--- config.mk ---
export PLATFORM = sky130hd
export DESIGN_NAME = write_extent_coalescer_top
export DESIGN_NICKNAME = d
export VERILOG_FILES = /design/src/design/wec_pkg.sv /design/src/design/wec_front.sv /design/src/design/wec_back.sv /design/src/design/wec_out_queue.sv /design/src/design/write_extent_coalescer_top.sv
export SDC_FILE = /design/constraint.sdc
export NUM_CORES = 1
export LEC_CHECK = 0
export BUFFER_PORTS_ARGS = -buffer_cell sky130_fd_sc_hd__buf_2
export CORE_ASPECT_RATIO = 0.8
export CORE_MARGIN = 3
export CORE_UTILIZATION = 55
export CTS_CLUSTER_SIZE = 8
export DETAILED_ROUTE_END_ITERATION = 6
export PLACE_DENSITY = 0.73
export SLEW_MARGIN = 0
export SYNTH_ARGS = -nofsm -noshare
export SYNTH_HDL_FRONTEND = slang
export SYNTH_SLANG_ARGS = --single-unit
--- constraint.sdc ---
create_clock -name clk -period 12.5 [get_ports clk]
set_input_delay 1.25 -clock clk [delete_from_list [all_inputs] [get_ports clk]]
set_output_delay 1.25 -clock clk [all_outputs]
set_load 0.02 [all_outputs]
--- src/design/wec_pkg.sv ---
// wec_pkg: shared types and constants of the write extent coalescer.
// Depends on nothing; every design file imports it.
`timescale 1ns / 1ps

package wec_pkg;

    localparam int MAX_GROUP_DEF = 256;

    localparam int CFG_IDX_W = 8;
    localparam logic [CFG_IDX_W-1:0] CFG_MAX_AGE   = 8'd0;
    localparam logic [CFG_IDX_W-1:0] CFG_MIN_FLUSH = 8'd1;

    localparam logic [31:0] MAX_AGE_RST   = 32'd1000;
    localparam logic [31:0] MIN_FLUSH_RST = 32'd1048576;

    localparam int MID_DEPTH = 2;
    localparam int MID_PTR_W = $clog2(MID_DEPTH);
    localparam int MID_CNT_W = $clog2(MID_DEPTH + 1);

    localparam int OUT_DEPTH = 4;
    localparam int OUT_PTR_W = $clog2(OUT_DEPTH);
    localparam int OUT_CNT_W = $clog2(OUT_DEPTH + 1);

    typedef struct packed {
        logic [31:0] offset;
        logic [20:0] length;
        logic [32:0] end_pos;
        logic        expired;
        logic        last;
    } item_t;

    typedef struct packed {
        logic [31:0] start;
        logic [32:0] size;
        logic [8:0]  members;
        logic        action;
        logic        final_res;
    } result_t;

    typedef struct packed {
        logic [1:0] cnt;
        result_t    a;
        result_t    b;
    } out_wr_t;

endpackage

--- src/design/wec_front.sv ---
// wec_front: configuration registers, extent classification and the item queue.
// Depends on wec_pkg.
`timescale 1ns / 1ps

module wec_front
(
    input  logic                           clk,
    input  logic                           rst_n,
    input  logic                           cfg_valid,
    output logic                           cfg_ready,
    input  logic [wec_pkg::CFG_IDX_W-1:0]  cfg_index,
    input  logic [31:0]                    cfg_data,
    input  logic                           push,
    output logic                           full,
    input  logic [31:0]                    extent_offset,
    input  logic [20:0]                    extent_length,
    input  logic [31:0]                    extent_age,
    input  logic                           force_expire,
    input  logic                           last_in_list,
    output logic [31:0]                    min_flush_size,
    output logic                           item_valid,
    output wec_pkg::item_t                 item,
    input  logic                           item_pop
);
    import wec_pkg::*;

    logic [31:0]          max_age_reg;
    logic [31:0]          min_flush_reg;
    item_t                mem_reg [MID_DEPTH];
    logic [MID_PTR_W-1:0] wr_ptr_reg, wr_ptr_next;
    logic [MID_PTR_W-1:0] rd_ptr_reg, rd_ptr_next;
    logic [MID_CNT_W-1:0] cnt_reg, cnt_next;
    logic                 push_hit;
    logic                 pop_hit;
    item_t                cls;

    assign cfg_ready      = 1'b1;
    assign min_flush_size = min_flush_reg;

    always_ff @(posedge clk or negedge rst_n)
    begin
        if (!rst_n)
        begin
            max_age_reg   <= MAX_AGE_RST;
            min_flush_reg <= MIN_FLUSH_RST;
        end
        else if (cfg_valid)
        begin
            case (cfg_index)
                CFG_MAX_AGE:   max_age_reg   <= cfg_data;
                CFG_MIN_FLUSH: min_flush_reg <= cfg_data;
                default:       ;
            endcase
        end
    end

    // classify: end offset and expiry
    always_comb
    begin
        cls.offset  = extent_offset;
        cls.length  = extent_length;
        cls.end_pos = {1'b0, extent_offset} + {12'd0, extent_length};
        cls.expired = force_expire | (extent_age >= max_age_reg);
        cls.last    = last_in_list;
    end

    assign full       = (cnt_reg == MID_CNT_W'(MID_DEPTH));
    assign push_hit   = push & ~full;
    assign item_valid = (cnt_reg != '0);
    assign pop_hit    = item_pop & item_valid;
    assign item       = mem_reg[rd_ptr_reg];

    always_comb
    begin
        wr_ptr_next = push_hit ? wr_ptr_reg + MID_PTR_W'(1) : wr_ptr_reg;
        rd_ptr_next = pop_hit ? rd_ptr_reg + MID_PTR_W'(1) : rd_ptr_reg;
        cnt_next    = cnt_reg + MID_CNT_W'(push_hit) - MID_CNT_W'(pop_hit);
    end

    always_ff @(posedge clk or negedge rst_n)
    begin
        if (!rst_n)
        begin
            wr_ptr_reg <= '0;
            rd_ptr_reg <= '0;
            cnt_reg    <= '0;
        end
        else
        begin
            wr_ptr_reg <= wr_ptr_next;
            rd_ptr_reg <= rd_ptr_next;
            cnt_reg    <= cnt_next;
        end
    end

    always_ff @(posedge clk)
    begin
        if (push_hit)
        begin
            mem_reg[wr_ptr_reg] <= cls;
        end
    end

endmodule

--- src/design/wec_back.sv ---
// wec_back: group tracking; closes groups and writes up to two results per extent.
// Depends on wec_pkg; fed by wec_front, drains into wec_out_queue.
`timescale 1ns / 1ps

module wec_back
#(
    parameter int MAX_GROUP = wec_pkg::MAX_GROUP_DEF
)
(
    input  logic             clk,
    input  logic             rst_n,
    input  logic [31:0]      min_flush_size,
    input  logic             item_valid,
    input  wec_pkg::item_t   item,
    output logic             item_pop,
    input  logic             out_space,
    output wec_pkg::out_wr_t out_wr
);
    import wec_pkg::*;

    localparam int CNT_W = $clog2(MAX_GROUP + 1);

    logic             open_reg, open_next;
    logic [31:0]      begin_reg, begin_next;
    logic [32:0]      end_reg, end_next;
    logic [32:0]      size_reg, size_next;
    logic [CNT_W-1:0] cnt_reg, cnt_next;
    logic             exp_reg, exp_next;

    logic             grp_open;
    logic [31:0]      grp_begin;
    logic [32:0]      grp_end;
    logic [32:0]      grp_size;
    logic [CNT_W-1:0] grp_cnt;
    logic             grp_exp;

    logic             go;
    logic             join_grp;
    logic             brk;
    logic             last_hit;
    result_t          res0;
    result_t          res1;

    assign go       = item_valid & out_space;
    assign item_pop = go;
    assign join_grp = open_reg && ({1'b0, item.offset} <= end_reg)
                      && (cnt_reg < CNT_W'(MAX_GROUP));
    assign last_hit = go & item.last;

    always_comb
    begin
        grp_open  = open_reg;
        grp_begin = begin_reg;
        grp_end   = end_reg;
        grp_size  = size_reg;
        grp_cnt   = cnt_reg;
        grp_exp   = exp_reg;
        brk       = 1'b0;
        if (go)
        begin
            if (join_grp)
            begin
                if (item.end_pos > end_reg)
                begin
                    grp_end  = item.end_pos;
                    grp_size = item.end_pos - {1'b0, begin_reg};
                end
                grp_cnt = cnt_reg + CNT_W'(1);
                grp_exp = exp_reg | item.expired;
            end
            else
            begin
                brk       = open_reg;
                grp_open  = 1'b1;
                grp_begin = item.offset;
                grp_end   = item.end_pos;
                grp_size  = {12'd0, item.length};
                grp_cnt   = CNT_W'(1);
                grp_exp   = item.expired;
            end
        end

        res0.start     = begin_reg;
        res0.size      = size_reg;
        res0.members   = 9'(cnt_reg);
        res0.action    = exp_reg | item.expired | (size_reg >= {1'b0, min_flush_size});
        res0.final_res = 1'b0;

        res1.start     = grp_begin;
        res1.size      = grp_size;
        res1.members   = 9'(grp_cnt);
        res1.action    = grp_exp;
        res1.final_res = 1'b1;

        out_wr.cnt = {1'b0, brk} + {1'b0, last_hit};
        out_wr.a   = brk ? res0 : res1;
        out_wr.b   = res1;

        // close the list: clear the group
        if (last_hit)
        begin
            open_next  = 1'b0;
            begin_next = '0;
            end_next   = '0;
            size_next  = '0;
            cnt_next   = '0;
            exp_next   = 1'b0;
        end
        else
        begin
            open_next  = grp_open;
            begin_next = grp_begin;
            end_next   = grp_end;
            size_next  = grp_size;
            cnt_next   = grp_cnt;
            exp_next   = grp_exp;
        end
    end

    always_ff @(posedge clk or negedge rst_n)
    begin
        if (!rst_n)
        begin
            open_reg  <= 1'b0;
            begin_reg <= '0;
            end_reg   <= '0;
            size_reg  <= '0;
            cnt_reg   <= '0;
            exp_reg   <= 1'b0;
        end
        else
        begin
            open_reg  <= open_next;
            begin_reg <= begin_next;
            end_reg   <= end_next;
            size_reg  <= size_next;
            cnt_reg   <= cnt_next;
            exp_reg   <= exp_next;
        end
    end

    a_cnt_bound: assert property (@(posedge clk) disable iff (!rst_n)
        cnt_reg <= CNT_W'(MAX_GROUP))
        else $error("group member count above limit");

    a_closed_clear: assert property (@(posedge clk) disable iff (!rst_n)
        !open_reg |-> (cnt_reg == '0 && size_reg == '0 && !exp_reg))
        else $error("closed group holds state");

    a_last_closes: assert property (@(posedge clk) disable iff (!rst_n)
        last_hit |=> !open_reg)
        else $error("group still open after list end");

    a_wr_needs_item: assert property (@(posedge clk) disable iff (!rst_n)
        (out_wr.cnt != 2'd0) |-> go)
        else $error("result written without a consumed extent");

endmodule

--- src/design/wec_out_queue.sv ---
// wec_out_queue: result queue, up to two writes and one read per cycle.
// Depends on wec_pkg; written by wec_back, read at the top-level result ports.
`timescale 1ns / 1ps

module wec_out_queue
(
    input  logic              clk,
    input  logic              rst_n,
    input  wec_pkg::out_wr_t  out_wr,
    output logic              out_space,
    output logic              empty,
    input  logic              pop,
    output wec_pkg::result_t  head
);
    import wec_pkg::*;

    result_t              mem_reg [OUT_DEPTH];
    logic [OUT_PTR_W-1:0] wr_ptr_reg, wr_ptr_next;
    logic [OUT_PTR_W-1:0] rd_ptr_reg, rd_ptr_next;
    logic [OUT_CNT_W-1:0] cnt_reg, cnt_next;
    logic                 pop_hit;

    assign empty     = (cnt_reg == '0);
    assign pop_hit   = pop & ~empty;
    assign out_space = (cnt_reg <= OUT_CNT_W'(OUT_DEPTH - 2));
    assign head      = mem_reg[rd_ptr_reg];

    always_comb
    begin
        wr_ptr_next = wr_ptr_reg + OUT_PTR_W'(out_wr.cnt);
        rd_ptr_next = pop_hit ? rd_ptr_reg + OUT_PTR_W'(1) : rd_ptr_reg;
        cnt_next    = cnt_reg + OUT_CNT_W'(out_wr.cnt) - OUT_CNT_W'(pop_hit);
    end

    always_ff @(posedge clk or negedge rst_n)
    begin
        if (!rst_n)
        begin
            wr_ptr_reg <= '0;
            rd_ptr_reg <= '0;
            cnt_reg    <= '0;
        end
        else
        begin
            wr_ptr_reg <= wr_ptr_next;
            rd_ptr_reg <= rd_ptr_next;
            cnt_reg    <= cnt_next;
        end
    end

    always_ff @(posedge clk)
    begin
        if (out_wr.cnt != 2'd0)
        begin
            mem_reg[wr_ptr_reg] <= out_wr.a;
        end
        if (out_wr.cnt == 2'd2)
        begin
            mem_reg[wr_ptr_reg + OUT_PTR_W'(1)] <= out_wr.b;
        end
    end

endmodule

--- src/design/write_extent_coalescer_top.sv ---
// write_extent_coalescer_top: top level of the write extent coalescer.
// Depends on wec_pkg, wec_front, wec_back and wec_out_queue.
//
// channel   direction  handshake               payload
// config    in         cfg_valid / cfg_ready   cfg_index, cfg_data
// extents   in         push / full             extent_offset .. last_in_list
// results   out        empty / pop             group_start .. final_result
//
// One extent per cycle sustained while the result queue has room; a result
// passes the item queue entry, then the result queue write, to its ports.
// The group stage takes an extent only while the result queue has two free
// entries; full rises when the two-entry item queue fills behind it.
// Reset clears the group state and both queues at once; no clearing pass.
`timescale 1ns / 1ps

module write_extent_coalescer_top
#(
    parameter int MAX_GROUP = wec_pkg::MAX_GROUP_DEF
)
(
    input  logic                          clk,
    input  logic                          rst_n,
    input  logic                          cfg_valid,
    output logic                          cfg_ready,
    input  logic [wec_pkg::CFG_IDX_W-1:0] cfg_index,
    input  logic [31:0]                   cfg_data,
    input  logic                          push,
    output logic                          full,
    input  logic [31:0]                   extent_offset,
    input  logic [20:0]                   extent_length,
    input  logic [31:0]                   extent_age,
    input  logic                          force_expire,
    input  logic                          last_in_list,
    output logic                          empty,
    input  logic                          pop,
    output logic [31:0]                   group_start,
    output logic [32:0]                   group_size,
    output logic [8:0]                    group_members,
    output logic                          action,
    output logic                          final_result
);
    import wec_pkg::*;

    logic [31:0] min_flush_size;
    logic        item_valid;
    item_t       item;
    logic        item_pop;
    logic        out_space;
    out_wr_t     out_wr;
    result_t     head;

    wec_front u_front
    (
        .clk            (clk),
        .rst_n          (rst_n),
        .cfg_valid      (cfg_valid),
        .cfg_ready      (cfg_ready),
        .cfg_index      (cfg_index),
        .cfg_data       (cfg_data),
        .push           (push),
        .full           (full),
        .extent_offset  (extent_offset),
        .extent_length  (extent_length),
        .extent_age     (extent_age),
        .force_expire   (force_expire),
        .last_in_list   (last_in_list),
        .min_flush_size (min_flush_size),
        .item_valid     (item_valid),
        .item           (item),
        .item_pop       (item_pop)
    );

    wec_back #(.MAX_GROUP(MAX_GROUP)) u_back
    (
        .clk            (clk),
        .rst_n          (rst_n),
        .min_flush_size (min_flush_size),
        .item_valid     (item_valid),
        .item           (item),
        .item_pop       (item_pop),
        .out_space      (out_space),
        .out_wr         (out_wr)
    );

    wec_out_queue u_out_queue
    (
        .clk       (clk),
        .rst_n     (rst_n),
        .out_wr    (out_wr),
        .out_space (out_space),
        .empty     (empty),
        .pop       (pop),
        .head      (head)
    );

    assign group_start   = head.start;
    assign group_size    = head.size;
    assign group_members = head.members;
    assign action        = head.action;
    assign final_result  = head.final_res;

endmodule
Word level (Yosys, flattened, before mapping)
Memories as Yosys holds them, arrays and structs flattened.
Index checks and enable logic that the tools add are counted.
{"block": "word_totals", "regBits": 184, "inputBits": 132, "memories": 2, "out_inout_bits": 79, "ram_bits": 480, "word_cells": 90}
{"block": "classes", "n_eq_ne": 5, "magnitude_cmp": 6, "reduce_logical": 11, "bitwise_logic": 10, "addsub": 13, "muxes": 29}
{"memory": "u_out_queue.mem_reg", "words": 4, "width": 76, "read_ports": 1, "rd_clocked_by_memory_dff": 0, "write_ports": 2, "line": "wec_out_queue.sv:17", "text": "result_t mem_reg [OUT_DEPTH];"}
{"memory": "u_front.mem_reg", "words": 2, "width": 88, "read_ports": 1, "rd_clocked_by_memory_dff": 0, "write_ports": 1, "line": "wec_front.sv:29", "text": "item_t mem_reg [MID_DEPTH];"}
{"op": "33-bit two-way mux", "count": 8}
{"op": "32-bit two-way mux", "count": 3}
{"op": "76-bit two-way mux", "count": 1}
{"op": "32-bit by 21-bit adder with 33-bit output", "count": 1}
{"op": "33-bit by 32-bit >= comparator with 1-bit output", "count": 1}
{"op": "33-bit > comparator", "count": 1}
{"op": "32-bit by 33-bit <= comparator with 1-bit output", "count": 1}
{"op": "33-bit by 32-bit subtractor with 33-bit output", "count": 1}
{"op": "32-bit >= comparator", "count": 1}
{"op": "9-bit two-way mux", "count": 3}
{"op": "1-bit two-way mux", "count": 14}
{"op": "9-bit by 1-bit adder with 9-bit output, second input constant", "count": 1}
{"op": "9-bit less-than comparator, second input constant", "count": 1}
{"op": "8-bit by 1-bit equality test with 1-bit output, second input constant", "count": 1}
{"op": "8-bit logical NOT", "count": 1}
{"op": "2-bit AND reduction", "count": 4}
{"op": "2-bit nonzero test", "count": 3}
{"op": "1-bit AND", "count": 5}
{"op": "2-bit by 1-bit adder with 2-bit output, second input constant", "count": 2}
{"op": "2-bit equality test, second input constant", "count": 2}
{"op": "3-bit by 2-bit adder with 3-bit output", "count": 1}
{"op": "3-bit by 2-bit <= comparator with 1-bit output, second input constant", "count": 1}
{"op": "3-bit logical NOT", "count": 1}
{"op": "3-bit != test, second input constant", "count": 1}
{"op": "other kinds (10)", "count": 15}

Depth between registers and ports, before layout
An unclocked memory read counts as a cell.
{"block": "logic_depth", "depth_word": 10, "ltp_mapped": 22, "depth_no_buf": 16}

Hierarchy
Synthesis repeated with hierarchy kept, for this count alone.
{"block": "unflattened", "hier_cells": 2801, "hier_area_um2": 36734.0}
{"mod": "wec_out_queue", "seq_area_each_um2": 9303.9, "instances": 1, "cells_each": 777, "area_per_inst_um2": 15235.9}
{"mod": "wec_front", "seq_area_each_um2": 6995.5, "instances": 1, "cells_each": 765, "area_per_inst_um2": 11013.1}
{"mod": "wec_back", "seq_area_each_um2": 2727.6, "instances": 1, "cells_each": 1259, "area_per_inst_um2": 10485.1}

Worst setup path before layout
Ideal clock, no wire load.
{"block": "synth_path", "path_type": "reg2reg", "from": "register u_front.rd_ptr_reg", "to": "memory u_out_queue.mem_reg[1][37] (netlist name) (data pin)", "path_stages_with_launch": 22, "path_buffers": 5, "period_less_slack_ps": 6980, "setup_time_ps": 256, "required_ps": 12244, "t_arrival_ps": 6724, "path_slack_ps": 5520, "cell_sequence": "dfrtp_1 clkbuf_1 buf_1 buf_1 mux2_2 ha_1 a21oi_1 o21ai_0 a21oi_1 nand2b_1 nor4_4 nor3_1 inv_2 buf_2 clkbuf_1 ha_1 nor2_1 and2_1 nor2_1 clkinv_1 o21a_1 a22o_1"}
{"element": "start, declared", "line": "wec_front.sv:31", "text": "logic [MID_PTR_W-1:0] rd_ptr_reg, rd_ptr_next;"}
{"element": "start signal, assigned", "line": "wec_front.sv:91", "text": "rd_ptr_reg <= rd_ptr_next;"}
{"element": "end, declared", "line": "wec_out_queue.sv:17"}

==> flow_summary_export.csv <==
group,metric,value,unit
pwr,power.density,284.5,nW/um2
clocking,ctsHoldBuffers,0,
yosys,yosys-mux-area-fraction,0.09567,
yosys,syn_area,34550,um2
yosys,synthTopCellsByArea,"edfxtp_1 (41%), dfrtp_1 (13%), ha_1 (6.9%)",
clocking,clk_pin_slew_worst_paths,50,ps
critical_path,startpoint_type,"register",
detailed_routing,firstDrtPassIters,6,
yosys,yosys.area_share.simple,0.08999,
global_routing,grt_usage,0.3003,
placed_design,pre_cts_slack,4610,ps
yosys,synth_top_cell_area_share,0.4137,
sta,max_slew_margin,0.1523,
critical_path,critical_path.max_fanout,75,
clocking,cts_root_buf,"clkbuf_16",
yosys,async_flop_share,0.2771,
run_status,status,"completed",
die,core-area,61620,um2
pwr,leakagePower,15.09,nW
critical_path,crit_type,"reg -> reg",
clocking,cts_setup_buffers,0,
die,die_w,286.2,um
yosys,synth_edf_count,476,
global_routing,grt.overflow.total,0,
final_layout,final_cell_mix,"edfxtp_1 (476), nand2_1 (356), o21ai_0 (328), buf_2 (208), ha_1 (191)",
final_layout,final_common_cell,"edfxtp_1",
pwr,p_sw,4.855,mW
final_layout,area_delta_synth_final,12.96,%
global_routing,grt_max_degree,76,
final_layout,largest_reg_flops,304,
die,dieArea,65880,um2
detailed_routing,vias_per_cell,6.350,
sta,timing_max_transition_violations_final,0,
die,die_h,230.2,um
clocking,cts_buffer_depth,3,
detailed_routing,avgRoutedWirePerCell,24.64,um
critical_path,end_kind,"register",
clocking,cts.htree.levels,3,
yosys,ys_warn_count,0,
sta,setup_tns,0,ps
sta,worstMarginPinSlew,1240,ps
pwr,comb_power_share,0.479,
run,drv_cap,0,
die,start_util,0.5607,
clocking,cts_tree,"yes",
detailed_routing,vias,25670,
yosys,synth_adder_area_share,0.07090,
final_layout,fill_cells,4764,
die,pin_count,211,
final_layout,fin_util,0.6334,
worst_hold_path,hp-class,"reg -> reg",
sta,worst_slack,4353,ps
yosys,synth_compound_gate_area_share,0.1384,
clocking,numCtsBuffers,92,
yosys,synth_seq_cells,664,
clocking,cts_resized,0,
die,rows,81,
detailed_routing,drt_iter0_drc,3421,
sta,fin_skew,30.40,ps
yosys,avgSynthCellArea,11.67,um2
yosys,syn_inst,2962,
clocking,clkLatencyLatePin,640,ps
critical_path,reg2reg_slack,4350,ps
critical_path,cp.arrival,8430,ps
sta,final.period_utilization,0.6518,
yosys,synth_cell_types,81,
yosys,seq_area_frac_synth,0.5495,
yosys,syn-num-nets,3288,
final_layout,nets,3465,
yosys,synth_top_area_cell,"edfxtp_1",
clocking,cts.sinks,664,
pwr,worst_ir_drop_vdd,0.1427,mV
pwr,swShare,0.4372,
sta,setup_violations,0,
placed_design,port_buffers,209,
detailed_routing,ant_nets,0,
detailed_routing,drt_wl_total,99620,um
final_layout,layout-drive-gt1-share,0.1852,
placed_design,hpwlAfterDp,65990,um
final_layout,antennaDiodeCount,0,
sta,period_needed,8147,ps
sta,max_freq,122.7,MHz
yosys,synthXorXnorAreaFrac,0.01901,
pwr,p_int,6.250,mW
placed_design,routabilityCongestion,0.9481,
sta,rsz0062_at_grt,"false",
global_routing,antenna_found_initial,1,
critical_path,crit_required,12780,ps
yosys,synth_top_family_by_area,"compound AO/OA/AOI/OAI gates",
yosys,synthFlopType,"edfxtp_1",
detailed_routing,drcViolationCount,0,
pwr,clkPwrFrac,0.210,
sta,hold_viol,0,
pwr,share_seq_of_total_power,0.312,
global_routing,grt_pass1_wl,151000,um
global_routing,grt_pass1_vias,25500,
pwr,power,11.10,mW
power by group through the flow:
stage / combinational, mW / sequential (mW) / clock (mW)
5_1_grt: 5.68 / 3.52 / 2.45
3_3_place_gp: 5.05 / 3.45 / 0
4_1_cts: 5.23 / 3.45 / 2.34
3_5_place_dp: 5.19 / 3.49 / 0
2_1_floorplan: 3.59 / 3.30 / 0
6_report: 5.32 / 3.46 / 2.33
cell usage after synthesis, types with 60 or more instances:
library cell,n
clkbuf_1,121
inv_1,160
nand3_1,60
nand2_1,357
ha_1,191
nor2_1,121
a21oi_1,141
edfxtp_1,476
mux2_2,130
o21ai_0,328
dfrtp_1,177
mux4_2,76
area by class of cell:
type	instances	area [um2]	area share
Tap cell	830	1039	0.02661
Sequential cell	664	19000	0.4868
Clock buffer	163	2611	0.06691
Inverter	163	616.8	0.01580
Clock inverter	5	51.30	0.001314
Timing Repair Buffer	244	1318	0.03376
Multi-Input combinational cell	1974	14400	0.3688
path summary, 6_finish.rpt:
kind / startpoint / endpoint / depth (start not counted)
setup / recovery: u_front.rd_ptr_reg$_DFFE_PN0P_ / u_out_queue.mem_reg[2][47]$_DFFE_PP_ / 16
hold / removal: u_out_queue.mem_reg[1][0]$_SDFFE_PP1P_ / u_out_queue.mem_reg[1][0]$_SDFFE_PP1P_ / 2
setup reg to reg: u_front.rd_ptr_reg$_DFFE_PN0P_ / u_out_queue.mem_reg[2][47]$_DFFE_PP_ / 16
hold reg to reg: u_out_queue.mem_reg[1][0]$_SDFFE_PP1P_ / u_out_queue.mem_reg[1][0]$_SDFFE_PP1P_ / 2
max in group asynchronous: rst_n / u_back.size_reg[30]$_DFF_PN0_ / 3
min in group asynchronous: rst_n / u_back.end_reg[3]$_DFFE_PN0P_ / 1
cells by family (layout without fill, tap and decap cells):
kind of cell / count (synthesis) / after routing
AOI/OAI and AO/OA: 788 / 788
and+or+nand+nor: 697 / 697
DFF: 664 / 664
buffers and inverters: 324 / 575
muxes: 219 / 219
adders and majority gates: 194 / 194
xor gates and xnor gates: 75 / 75
other: 1 / 1
routing by layer:
layer	routed length, um	GRT usage	up-vias
met2	47200	0.4865	1444
met3	9802	0.06244	242
met4	4137	0.1200	0
met5	0	0	-
li1	-	-	11380
met1	38480	0.3986	12610
critical path, stage by stage (launching register included):
cell	delay, ps
dfrtp_4	620
buf_4	840
mux2_2	440
ha_1	300
nand4_1	240
nor3_1	410
nand4_1	180
nand3_1	890
nor3_2	130
buf_4	330
inv_2	100
ha_1	220
nor2_1	70
nand2_1	440
and2_1	790
clkinv_2	950
buf_4	660
through the flow:
| stage | hold WS (ps) | instances | instance area (um2) |
|---|---|---|---|
| floorplan | 434.8 | 2962 | 34550 |
| global placement | 444.1 | 3875 | 36370 |
| detailed placement | 458.9 | 3875 | 36370 |
| CTS | 470.2 | 4043 | 39030 |
| global route | 498.2 | 4043 | 39030 |
| finish | 468.9 | 4043 | 39030 |
(Power assumes the default switching activity.)
